## src/rtl/iso8601_duration_to_seconds_assert.svh

```systemverilog
// Assertion macros shared by the duration parser modules.
`ifndef ISO8601_DURATION_TO_SECONDS_ASSERT_SVH
`define ISO8601_DURATION_TO_SECONDS_ASSERT_SVH

// Same-cycle implication, checked outside reset.
`define IDTS_ASSERT_NOW(label, clk, rstn, ante, cons) \
    label: assert property (@(posedge clk) disable iff (!(rstn)) (ante) |-> (cons)) \
        else $error("idts assertion failed");

// Next-cycle implication, checked outside reset.
`define IDTS_ASSERT_NEXT(label, clk, rstn, ante, cons) \
    label: assert property (@(posedge clk) disable iff (!(rstn)) (ante) |=> (cons)) \
        else $error("idts assertion failed");

`endif

```

## src/rtl/idts_pkg.sv

```systemverilog
// Shared types, constants and helpers for the ISO 8601 duration parser.
package idts_pkg;

    localparam int unsigned MAX_TOKEN_LEN = 255;
    localparam int unsigned COMPONENT_MAX = 65535;
    localparam int unsigned COMP_W        = 16;
    localparam int unsigned LEN_W         = 8;
    localparam int unsigned NUM_COMP      = 6;
    localparam int unsigned WEIGHT_W      = 25;
    localparam int unsigned PROD_W        = COMP_W + WEIGHT_W;
    localparam int unsigned SEC_W         = 42;
    localparam int unsigned FIFO_DEPTH    = 4;
    localparam int unsigned FIFO_AW       = $clog2(FIFO_DEPTH);

    localparam logic [7:0] CH_P    = 8'h50;
    localparam logic [7:0] CH_T    = 8'h54;
    localparam logic [7:0] CH_Y    = 8'h59;
    localparam logic [7:0] CH_M    = 8'h4D;
    localparam logic [7:0] CH_D    = 8'h44;
    localparam logic [7:0] CH_H    = 8'h48;
    localparam logic [7:0] CH_S    = 8'h53;
    localparam logic [7:0] CH_ZERO = 8'h30;
    localparam logic [7:0] CH_NINE = 8'h39;

    // Designator slot codes within the date or time part.
    localparam logic [1:0] SLOT_FIRST  = 2'd0;
    localparam logic [1:0] SLOT_SECOND = 2'd1;
    localparam logic [1:0] SLOT_THIRD  = 2'd2;
    localparam logic [1:0] SLOT_NONE   = 2'd3;

    // Seconds per unit: Y, M, D, H, M, S (index 0 = years).
    localparam logic [NUM_COMP-1:0][WEIGHT_W-1:0] WEIGHT = {
        25'd1, 25'd60, 25'd3600, 25'd86400, 25'd2592000, 25'd31536000
    };

    typedef enum logic [2:0] {
        PH_AWAIT_P,
        PH_DATE,
        PH_TIME,
        PH_STOP,
        PH_FAIL
    } phase_t;

    // One finished token, handed from the parser to the arithmetic side.
    typedef struct packed {
        logic                              started;
        logic [LEN_W-1:0]                  clen;
        logic                              sat;
        logic [NUM_COMP-1:0][COMP_W-1:0]   comp;
    } tok_rec_t;

    function automatic logic [1:0] designator_slot(input logic [7:0] ch,
                                                   input logic       time_part);
        logic [1:0] slot;
        slot = SLOT_NONE;
        if (!time_part) begin
            if (ch == CH_Y) slot = SLOT_FIRST;
            if (ch == CH_M) slot = SLOT_SECOND;
            if (ch == CH_D) slot = SLOT_THIRD;
        end else begin
            if (ch == CH_H) slot = SLOT_FIRST;
            if (ch == CH_M) slot = SLOT_SECOND;
            if (ch == CH_S) slot = SLOT_THIRD;
        end
        return slot;
    endfunction

endpackage

```

## src/rtl/iso8601_duration_to_seconds.sv

```systemverilog
// Top level of the ISO 8601 duration-to-seconds stream parser.
// Usage:
//   Slave side takes one token character per item: s_tdata is the ASCII code,
//   s_tlast marks the final character of the token. Each token yields exactly
//   one result item on the master side, at its last character.
//   The result gives accepted (token began with P and a closed group is
//   nonzero), the consumed length through the last closed group, T or P,
//   a saturation flag for any digit group clamped at 65535, and total seconds
//   with 365-day years and 30-day months.
// Timing:
//   One character per cycle while the queue has room. The parser computes its
//   state update combinationally (compare, times-ten accumulate); a four-entry
//   record queue decouples it from a four-register multiply/add pipeline of
//   product, pair-sum, partial-total and output registers.
// Reset:
//   aresetn low (synchronous) returns the parser to awaiting P and empties
//   the queue and the pipeline.
// Stalls:
//   While a result waits with m_tready low it holds and the pipeline stops; the queue
//   then absorbs up to four finished tokens before s_tready drops.
module iso8601_duration_to_seconds (
    input  logic        aclk,
    input  logic        aresetn,
    input  logic        s_tvalid,
    output logic        s_tready,
    input  logic [7:0]  s_tdata,   // [7:0] char_code
    input  logic        s_tlast,   // last_char
    output logic        m_tvalid,
    input  logic        m_tready,
    // [0] accepted, [8:1] consumed_length, [9] component_saturated,
    // [51:10] duration_seconds, [55:52] zero
    output logic [55:0] m_tdata
);
    import idts_pkg::*;

    logic     push, full, pop, nonempty;
    tok_rec_t push_rec, pop_rec;

    idts_front u_front (
        .aclk     (aclk),
        .aresetn  (aresetn),
        .s_tvalid (s_tvalid),
        .s_tready (s_tready),
        .s_tdata  (s_tdata),
        .s_tlast  (s_tlast),
        .q_full   (full),
        .q_push   (push),
        .q_rec    (push_rec)
    );

    idts_fifo u_fifo (
        .aclk     (aclk),
        .aresetn  (aresetn),
        .push     (push),
        .push_rec (push_rec),
        .full     (full),
        .pop      (pop),
        .nonempty (nonempty),
        .pop_rec  (pop_rec)
    );

    idts_back u_back (
        .aclk       (aclk),
        .aresetn    (aresetn),
        .q_nonempty (nonempty),
        .q_rec      (pop_rec),
        .q_pop      (pop),
        .m_tvalid   (m_tvalid),
        .m_tready   (m_tready),
        .m_tdata    (m_tdata)
    );
endmodule

```

## src/rtl/idts_front.sv

```systemverilog
// Character parser: walks the token one item per cycle while the queue has room, emits one record per token.
`include "iso8601_duration_to_seconds_assert.svh"
module idts_front (
    input  logic             aclk,
    input  logic             aresetn,
    input  logic             s_tvalid,
    output logic             s_tready,
    input  logic [7:0]       s_tdata,
    input  logic             s_tlast,
    input  logic             q_full,
    output logic             q_push,
    output idts_pkg::tok_rec_t q_rec
);
    import idts_pkg::*;

    phase_t                          phase_reg, phase_next;
    logic [1:0]                      ndi_reg, ndi_next;
    logic [COMP_W-1:0]               acc_reg, acc_next;
    logic                            pend_reg, pend_next;
    logic [LEN_W-1:0]                pos_reg, pos_next;
    logic [LEN_W-1:0]                clen_reg, clen_next;
    logic [NUM_COMP-1:0][COMP_W-1:0] comp_reg, comp_next;
    logic                            sat_reg, sat_next;
    logic                            take;

    assign s_tready = !q_full;
    assign take     = s_tvalid && s_tready;

    always_ff @(posedge aclk) begin
        if (!aresetn) begin
            phase_reg <= PH_AWAIT_P;
            ndi_reg   <= '0;
            acc_reg   <= '0;
            pend_reg  <= 1'b0;
            pos_reg   <= '0;
            clen_reg  <= '0;
            comp_reg  <= '0;
            sat_reg   <= 1'b0;
        end else if (take) begin
            if (s_tlast) begin
                phase_reg <= PH_AWAIT_P;
                ndi_reg   <= '0;
                acc_reg   <= '0;
                pend_reg  <= 1'b0;
                pos_reg   <= '0;
                clen_reg  <= '0;
                comp_reg  <= '0;
                sat_reg   <= 1'b0;
            end else begin
                phase_reg <= phase_next;
                ndi_reg   <= ndi_next;
                acc_reg   <= acc_next;
                pend_reg  <= pend_next;
                pos_reg   <= pos_next;
                clen_reg  <= clen_next;
                comp_reg  <= comp_next;
                sat_reg   <= sat_next;
            end
        end
    end

    always_comb begin
        logic [19:0]         acc_wide;
        logic [1:0]          slot;
        logic [2:0]          idx;
        logic                time_part;
        logic [LEN_W-1:0]    pos_inc;

        phase_next = phase_reg;
        ndi_next   = ndi_reg;
        acc_next   = acc_reg;
        pend_next  = pend_reg;
        pos_next   = pos_reg;
        clen_next  = clen_reg;
        comp_next  = comp_reg;
        sat_next   = sat_reg;
        pos_inc    = pos_reg + 1'b1;
        time_part  = (phase_reg == PH_TIME);
        acc_wide   = 20'(acc_reg) * 20'd10 + 20'(s_tdata[3:0]);
        slot       = designator_slot(s_tdata, time_part);
        idx        = time_part ? (3'd3 + 3'(slot)) : 3'(slot);

        unique case (phase_reg) inside
            PH_STOP, PH_FAIL: begin
            end
            default: begin
                if (32'(pos_reg) >= MAX_TOKEN_LEN) begin
                    // token too long: stop where we are
                    phase_next = (phase_reg == PH_AWAIT_P) ? PH_FAIL : PH_STOP;
                end else begin
                    pos_next = pos_inc;
                    if (phase_reg == PH_AWAIT_P) begin
                        if (s_tdata == CH_P) begin
                            phase_next = PH_DATE;
                            clen_next  = pos_inc;
                        end else begin
                            phase_next = PH_FAIL;
                        end
                    end else if (s_tdata >= CH_ZERO && s_tdata <= CH_NINE) begin
                        if (32'(acc_wide) > COMPONENT_MAX) begin
                            acc_next = COMP_W'(COMPONENT_MAX);
                            sat_next = 1'b1;
                        end else begin
                            acc_next = acc_wide[COMP_W-1:0];
                        end
                        pend_next = 1'b1;
                    end else if (pend_reg) begin
                        if (slot != SLOT_NONE && slot >= ndi_reg) begin
                            comp_next[idx] = acc_reg;
                            ndi_next       = slot + 1'b1;
                            clen_next      = pos_inc;
                            acc_next       = '0;
                            pend_next      = 1'b0;
                        end else begin
                            phase_next = PH_STOP;
                        end
                    end else if (!time_part && s_tdata == CH_T) begin
                        phase_next = PH_TIME;
                        ndi_next   = '0;
                        clen_next  = pos_inc;
                    end else begin
                        phase_next = PH_STOP;
                    end
                end
            end
        endcase
    end

    assign q_push        = take && s_tlast;
    assign q_rec.started = (phase_next != PH_AWAIT_P) && (phase_next != PH_FAIL);
    assign q_rec.clen    = clen_next;
    assign q_rec.sat     = sat_next;
    assign q_rec.comp    = comp_next;

    `IDTS_ASSERT_NEXT(a_front_rearm, aclk, aresetn, take && s_tlast,
                      phase_reg == PH_AWAIT_P && pos_reg == '0 && comp_reg == '0)
    `IDTS_ASSERT_NOW(a_front_pos_bound, aclk, aresetn, 1'b1,
                     32'(pos_reg) <= MAX_TOKEN_LEN)
endmodule

```

## src/rtl/idts_fifo.sv

```systemverilog
// Short record queue between the parser and the arithmetic pipeline.
`include "iso8601_duration_to_seconds_assert.svh"
module idts_fifo (
    input  logic               aclk,
    input  logic               aresetn,
    input  logic               push,
    input  idts_pkg::tok_rec_t push_rec,
    output logic               full,
    input  logic               pop,
    output logic               nonempty,
    output idts_pkg::tok_rec_t pop_rec
);
    import idts_pkg::*;

    tok_rec_t             mem [FIFO_DEPTH];
    logic [FIFO_AW-1:0]   wr_ptr_reg, rd_ptr_reg;
    logic [FIFO_AW:0]     count_reg, count_next;
    logic                 do_push, do_pop;

    assign full     = (count_reg == (FIFO_AW+1)'(FIFO_DEPTH));
    assign nonempty = (count_reg != '0);
    assign do_push  = push && !full;
    assign do_pop   = pop && nonempty;
    assign pop_rec  = mem[rd_ptr_reg];

    always_comb begin
        count_next = count_reg;
        if (do_push && !do_pop) count_next = count_reg + 1'b1;
        if (!do_push && do_pop) count_next = count_reg - 1'b1;
    end

    always_ff @(posedge aclk) begin
        if (do_push) mem[wr_ptr_reg] <= push_rec;
    end

    always_ff @(posedge aclk) begin
        if (!aresetn) begin
            wr_ptr_reg <= '0;
            rd_ptr_reg <= '0;
            count_reg  <= '0;
        end else begin
            if (do_push) wr_ptr_reg <= wr_ptr_reg + 1'b1;
            if (do_pop)  rd_ptr_reg <= rd_ptr_reg + 1'b1;
            count_reg <= count_next;
        end
    end

    `IDTS_ASSERT_NOW(a_fifo_no_overrun, aclk, aresetn, push, !full)
    `IDTS_ASSERT_NOW(a_fifo_count_bound, aclk, aresetn, 1'b1,
                     count_reg <= (FIFO_AW+1)'(FIFO_DEPTH))
endmodule

```

## src/rtl/idts_back.sv

```systemverilog
// Weighted-sum pipeline: unit multiplies, adder tree, output register.
`include "iso8601_duration_to_seconds_assert.svh"
module idts_back (
    input  logic               aclk,
    input  logic               aresetn,
    input  logic               q_nonempty,
    input  idts_pkg::tok_rec_t q_rec,
    output logic               q_pop,
    output logic               m_tvalid,
    input  logic               m_tready,
    output logic [55:0]        m_tdata
);
    import idts_pkg::*;

    logic                              adv;
    // stage 1: products
    logic                              v1_reg;
    logic [NUM_COMP-1:0][PROD_W-1:0]   prod_reg;
    logic                              ok1_reg, sat1_reg;
    logic [LEN_W-1:0]                  len1_reg;
    // stage 2: pair sums
    logic                              v2_reg;
    logic [2:0][SEC_W-1:0]             pair_reg;
    logic                              ok2_reg, sat2_reg;
    logic [LEN_W-1:0]                  len2_reg;
    // stage 3: partial total
    logic                              v3_reg;
    logic [SEC_W-1:0]                  part_reg, rest_reg;
    logic                              ok3_reg, sat3_reg;
    logic [LEN_W-1:0]                  len3_reg;
    // output register
    logic                              vo_reg;
    logic                              acc_o_reg, sat_o_reg;
    logic [LEN_W-1:0]                  len_o_reg;
    logic [SEC_W-1:0]                  sec_o_reg;

    // The whole pipe moves together whenever the output slot is free or draining.
    assign adv   = !vo_reg || m_tready;
    assign q_pop = adv && q_nonempty;

    always_ff @(posedge aclk) begin
        if (!aresetn) begin
            v1_reg <= 1'b0;
            v2_reg <= 1'b0;
            v3_reg <= 1'b0;
            vo_reg <= 1'b0;
        end else if (adv) begin
            v1_reg <= q_nonempty;
            v2_reg <= v1_reg;
            v3_reg <= v2_reg;
            vo_reg <= v3_reg;
        end
    end

    always_ff @(posedge aclk) begin
        if (adv) begin
            for (int i = 0; i < NUM_COMP; i++) begin
                prod_reg[i] <= PROD_W'(q_rec.comp[i]) * PROD_W'(WEIGHT[i]);
            end
            ok1_reg  <= q_rec.started && (q_rec.comp != '0);
            sat1_reg <= q_rec.sat;
            len1_reg <= q_rec.clen;

            for (int j = 0; j < 3; j++) begin
                pair_reg[j] <= SEC_W'(prod_reg[2*j]) + SEC_W'(prod_reg[2*j+1]);
            end
            ok2_reg  <= ok1_reg;
            sat2_reg <= sat1_reg;
            len2_reg <= len1_reg;

            part_reg <= pair_reg[0] + pair_reg[1];
            rest_reg <= pair_reg[2];
            ok3_reg  <= ok2_reg;
            sat3_reg <= sat2_reg;
            len3_reg <= len2_reg;

            // max total is about 2.2e12, so 42 bits never overflow
            acc_o_reg <= ok3_reg;
            sat_o_reg <= sat3_reg;
            len_o_reg <= ok3_reg ? len3_reg : '0;
            sec_o_reg <= ok3_reg ? (part_reg + rest_reg) : '0;
        end
    end

    assign m_tvalid = vo_reg;
    assign m_tdata  = {4'b0, sec_o_reg, sat_o_reg, len_o_reg, acc_o_reg};

    `IDTS_ASSERT_NEXT(a_back_deliver, aclk, aresetn, v3_reg && adv, vo_reg)
    `IDTS_ASSERT_NOW(a_back_reject_zero, aclk, aresetn, vo_reg && !acc_o_reg,
                     sec_o_reg == '0 && len_o_reg == '0)
endmodule

```

## config.mk

```make
export PLATFORM = sky130hd
export DESIGN_NAME = iso8601_duration_to_seconds
export DESIGN_NICKNAME = d
export VERILOG_FILES = /design/src/rtl/idts_pkg.sv /design/src/rtl/iso8601_duration_to_seconds.sv /design/src/rtl/idts_front.sv /design/src/rtl/idts_fifo.sv /design/src/rtl/idts_back.sv
export VERILOG_INCLUDE_DIRS = /design/src /design/src/rtl
export SDC_FILE = /design/constraint.sdc
export NUM_CORES = 2
export LEC_CHECK = 0
export BUFFER_PORTS_ARGS = -buffer_cell sky130_fd_sc_hd__buf_4
export CAP_MARGIN = 20
export CORE_ASPECT_RATIO = 0.7
export CORE_MARGIN = 2
export CORE_UTILIZATION = 60
export CTS_BUF_LIST = sky130_fd_sc_hd__clkbuf_4
export CTS_CLUSTER_DIAMETER = 60
export CTS_CLUSTER_SIZE = 8
export DETAILED_ROUTE_END_ITERATION = 10
export PLACE_DENSITY_LB_ADDON = 0.15
export SYNTH_ARGS = -nofsm -noshare
export SYNTH_HDL_FRONTEND = slang
export SYNTH_HIERARCHICAL = 1
export SYNTH_SLANG_ARGS = --single-unit
```

## constraint.sdc

```tcl
create_clock -name aclk -period 18.75 [get_ports aclk]
set_clock_uncertainty 0.1 [all_clocks]
set_input_delay 1.875 -clock aclk [delete_from_list [all_inputs] [get_ports aclk]]
set_output_delay 1.875 -clock aclk [all_outputs]
set_load 0.05 [all_outputs]
```

# After elaboration in Yosys (flattened, before gate mapping)
# Memories as Yosys holds them, arrays and structs flattened. A register that Yosys moved wholly into a read port is not among the register bits.
# Index checks and enable logic that the tools add are counted.
word_totals:
  regBits: 588
  mem_bits_rw: 424
  inputBits: 13
  output_inout_bits: 58
  wordCells: 196
  memories: 1
op_classes:
  addsub: 13
  n_mul: 6
  magnitude_cmp: 7
  eq_ne: 18
  n_mux: 75
  n_reduce_logical: 32
memory_table:
  columns: ["memory", "words", "width", "read_ports", "rd_ports_with_merged_regs", "wr", "line", "rtl"]
  rows:
  - ["u_fifo.mem", 4, 106, 1, 1, 1, "idts_fifo.sv:15", "tok_rec_t mem [FIFO_DEPTH];"]
ops:
  columns: ["operator", "n"]
  rows:
  - ["96-bit two-way mux", 7]
  - ["16-bit two-way mux", 9]
  - ["96-bit bitwise mux", 1]
  - ["8-bit two-way mux", 12]
  - ["96-bit nonzero test", 1]
  - ["42-bit adder", 2]
  - ["8-bit by 7-bit == test with 1-bit output, second input constant", 7]
  - ["16-bit demux with 3-bit select", 1]
  - ["41-bit by 38-bit adder with 42-bit output", 1]
  - ["3-bit two-way mux", 12]
  - ["33-bit by 28-bit adder with 34-bit output", 1]
  - ["16-bit by 18-bit multiplier with 34-bit output, second input constant", 1]
  - ["2-bit two-way mux", 17]
  - ["16-bit by 14-bit multiplier with 30-bit output, second input constant", 1]
  - ["16-bit by 10-bit multiplier with 26-bit output, second input constant", 1]
  - ["16-bit by 8-bit multiplier with 24-bit output, second input constant", 1]
  - ["22-bit by 16-bit adder with 23-bit output", 1]
  - ["20-bit by 4-bit adder with 20-bit output", 1]
  - ["20-bit by 16-bit > comparator with 1-bit output, second input constant", 1]
  - ["16-bit by 4-bit multiplier with 20-bit output, second input constant", 1]
  - ["16-bit by 3-bit multiplier with 19-bit output, second input constant", 1]
  - ["1-bit two-way mux", 16]
  - ["3-bit nonzero test", 5]
  - ["1-bit logical AND", 13]
  - ["24 further kinds", 37]

# Depth between registers and ports, before layout
depth:
  word_depth: 19
  mapped_depth: 24

# Cells and area by module
# The synthesis kept the hierarchy.
modules_own_cells:
  columns: ["mod", "n_inst", "cells_each", "area_per_inst_um2", "seq_area_each_um2"]
  rows:
  - ["idts_back", 1, 3022, 33928.8, 11521.0]
  - ["idts_fifo", 1, 606, 15772.6, 12912.4]
  - ["idts_front", 1, 915, 8162.8, 2702.6]

# Worst setup path before layout
# Ideal clock, no wire load.
synth_timing:
  path_kind: "input -> register"
  startpoint: "in m_tready"
  endpoint: "reg u_fifo.count_reg[2]"
  arrival_ns: 14.708
  t_required_ns: 18.574
  slack_ns: 3.867
  path_stages: 10
  path_buffers: 1
  path_cell_list: "nand2b_1 > clkbuf_1 > and2_1 > o31a_1 > ha_1 > inv_1 > fa_1 > xor2_1 > or3_1 > a21boi_0"
synth_between:
  elab_chain_cells: 6
synth_lines:
  columns: ["item", "line", "rtl"]
  rows:
  - ["start: declaration", "iso8601_duration_to_seconds.sv:29", "input logic m_tready,"]
  - ["1-bit logical OR *", "idts_back.sv:38", "assign adv = !vo_reg || m_tready;"]
  - ["1-bit logical AND *", "idts_back.sv:39", "assign q_pop = adv && q_nonempty;"]
  - ["named net pop", "iso8601_duration_to_seconds.sv:36", "logic push, full, pop, nonempty;"]
  - ["1-bit logical AND *", "idts_fifo.sv:23", "assign do_pop = pop && nonempty;"]
  - ["named net u_fifo.do_pop", "idts_fifo.sv:18", "logic do_push, do_pop;"]
  - ["1-bit zero test", "idts_fifo.sv:28", "if (do_push && !do_pop) count_next = count_reg + 1'b1;"]
  - ["1-bit logical AND", "idts_fifo.sv:28", null]
  - ["2-bit nonzero test (no source line)", null, null]
  - ["end signal: assignment", "idts_fifo.sv:44", "count_reg <= count_next;"]
  - ["end: declaration", "idts_fifo.sv:17", "logic [FIFO_AW:0] count_reg, count_next;"]
# The timed path passes the listed nets; every way through them passes the cells marked *.
# A chain may end at the register's enable or synchronous reset.

==> impl_metrics.csv <==
group,metric,value,unit
clock_network,clkSlewWorstSetupHoldPaths,0.08,ns
yosys,seq_area_frac_synth,46.9,%
critical_path,slowest_stage,"buf_4",
floorplanning,die_height,264,um
critical_path,path_max_fanout,41,
yosys,synth_area,0.0579,mm^2
clock_network,cts_root_buf,"clkbuf_4",
routing,drt-initial-drc-count,3360,
yosys,yosysUniqueCellTypes,99,
floorplanning,start_util,60.4,%
final_layout,final_nets,5566,
routing,dr.pass1.iters,6,
worst_hold_path,whs_path_depth,0,
timing,period_needed,7.92,ns
timing,tns,0,ns
yosys,synth_edf_count,805,
critical_path,arrival,8.78,ns
timing,period_share,42.3,%
clock_network,htree_levels,4,
yosys,synth_cells,4543,
timing,setup-violations-final,0,
yosys,yosysTopAreaCell,"edfxtp_1",
critical_path,slowest_delay,0.80,ns
timing,report.final.slew_viol_count,0,
routing,detail-route-antenna-nets,0,
global_route,grt_pass1_vias,33796,
clock_network,clk_latency,1.13,ns
critical_path,ff2ff_path_depth,20,
critical_path,cp-start-kind,"flop",
final_layout,final_cell_mix,"edfxtp_1 (805), ha_1 (628), inv_1 (502)",
yosys,ys_top_cells_by_area,"edfxtp_1 (42%), ha_1 (14%), fa_1 (8.5%)",
routing,viasPerCell,5.93,
final_layout,syn2layout_area_growth,5.94,%
yosys,synth_seq_cells,953,
critical_path,end_kind,"flop",
floorplanning,die_w,375,um
worst_hold_path,worstHoldPathType,"flop to flop",
clock_network,clk_path_buf_depth,3,
placement,gp_congestion,0.919,
routing,wl_per_cell,21.5,um
placement,port_buffers,66,
routing,drc,0,
timing,worst_slew_pin_slew,1.17,ns
clock_network,cts_tree,"done",
global_route,overflow,0,
global_route,antenna_found_initial,8,
critical_path,r2r_slack,10.83,ns
worst_hold_path,hold_path.startpoint,"u_back/pair_reg[85]",
final_layout,fillers,7318,
yosys,synth_warnings,6,
critical_path,path_class,"flop to flop",
global_route,grt_usage,26.2,%
floorplanning,rows,95,
final_layout,layout_commonest_cell,"edfxtp_1",
timing,finalHoldViolCount,0,
yosys,syn_avg_cell_area,12.7,um^2
placement,dp_hpwl,95.3,mm
critical_path,cpMostUsedCell,"fa_1",
clock_network,cts_buffers,140,
clock_network,post-cts-setup-buffers,0,
critical_path,required,19.60,ns
clock_network,ctsResizeCount,0,
final_layout,largest_reg_flops,424,
critical_path,reg2reg_to,"u_back/prod_reg[40]",
timing,fmax,126,MHz
job,maxCapViolations,0,
routing,vias,35655,
run_status,status,"finished, final reports clean",
yosys,async_flop_share,0,%
floorplanning,io_pins,71,
clock_network,cts_sinks,953,
final_layout,layout-drive-gt1-share,12.2,%
critical_path,path_cells,"buf_4 > buf_4 > mux4_2 > fa_1 > ha_1 > fa_1 > ha_1 > inv_1 > fa_1 > inv_1 > fa_1 > ha_1 > a2111oi_0 > o21ai_0 > nand4b_1 > a21oi_1 > o21bai_1 > a31oi_1 > or4_1 > nand3_1",
routing,wirelength,129,mm
global_route,grt_pass1_wl,197,mm
yosys,synthFlopType,"edfxtp_1",
yosys,synth_top_area_share,41.8,%
clock_network,hold_buffers,0,
floorplanning,core_area,0.0958,mm^2
timing,rsz0062_at_grt,"no",
worst_hold_path,min_to,"u_back/rest_reg[1]",
timing,relSlewSlack,22.1,%
global_route,grt_start_max_net_pins,93,
floorplanning,die-area,0.0990,mm^2
worst max-delay path, delay by kind of cell, from the launching register on:
family / cells / cell delay (ns)
fa+ha+maj: 7 / 2.94
buf+inv: 4 / 1.54
compound gates: 5 / 1.17
mux: 1 / 0.76
simple gates: 3 / 0.76
flops: 1 / 0.46
cells by family after synthesis:
| logic type | share of synthesized area [%] |
|---|---|
| buf+inv | 4.26 |
| flops | 46.9 |
| fa+ha+maj | 22.1 |
| simple gates | 7.15 |
| compound gates | 9.66 |
| mux | 6.17 |
| other cells | 0.00648 |
| xor+xnor | 3.74 |
Yosys cell counts, types with 8 or more instances:
cell and instances:
a2111oi_0 8, a211oi_1 30, a21o_1 106, a21oi_1 262, a22oi_1 104, a31oi_1 17, and2_1 41, and3_1 34
buf_2 25, buf_4 11, clkbuf_1 56, dfxtp_1 148, edfxtp_1 805, fa_1 247, ha_1 628, inv_1 502
mux2_2 96, mux2i_1 10, mux4_2 106, nand2_1 144, nand2b_1 31, nand3_1 57, nand4_1 38, nor2_1 245
nor2b_1 49, nor3_1 45, nor4_1 13, o211ai_1 8, o21a_1 30, o21ai_0 107, o21ai_1 8, o21bai_1 37
o22ai_1 13, o31ai_1 23, or2_2 19, or3_1 15, or4_1 11, xnor2_1 170, xor2_1 77
per-stage QoR:
step	instances	cell area [um^2]	hold slack, ns	util (%)	setup slack (ns)
CTS	5998	61200	0.307	63.9	10.66
floorplan	4546	57900	0.300	-	3.87
finish	6010	61300	0.297	64.0	10.83
global placement	5791	59600	0.301	62.2	10.85
global route	6009	61300	0.313	64.0	10.18
detailed placement	5792	59600	0.305	62.2	10.67
layer usage:
layer	track usage [%]	vias to the layer above	share of wire, %
li1	-	16881	-
met1	41.2	17451	48
met2	36.9	1177	42
met3	5.51	146	8.3
met4	6.94	0	2.1
met5	0	-	0
cell type report:
type	count	area [um^2]	share of cell area, %
multi-input combinational	2983	28300	46.2
sequential	953	27100	44.3
inverter	504	1890	3.09
tap	1261	1580	2.57
clock buffer	190	1430	2.33
timing repair buffer	96	752	1.23
clock inverter	16	200	0.327
antenna	7	17.5	0.0286
worst max-delay path by stage:
stage | end | slack (ns)
floorplan | u_fifo/count_reg[2] | 3.87
global placement | u_back/prod_reg[40] | 10.85
detailed placement | u_back/prod_reg[77] | 10.67
CTS | u_back/prod_reg[75] | 10.66
global route | u_back/prod_reg[75] | 10.18
finish | u_back/prod_reg[40] | 10.83
Power is left out: the tool's default activity adds up to more than one toggle a clock period on the data nets, which glitch-free logic cannot reach.
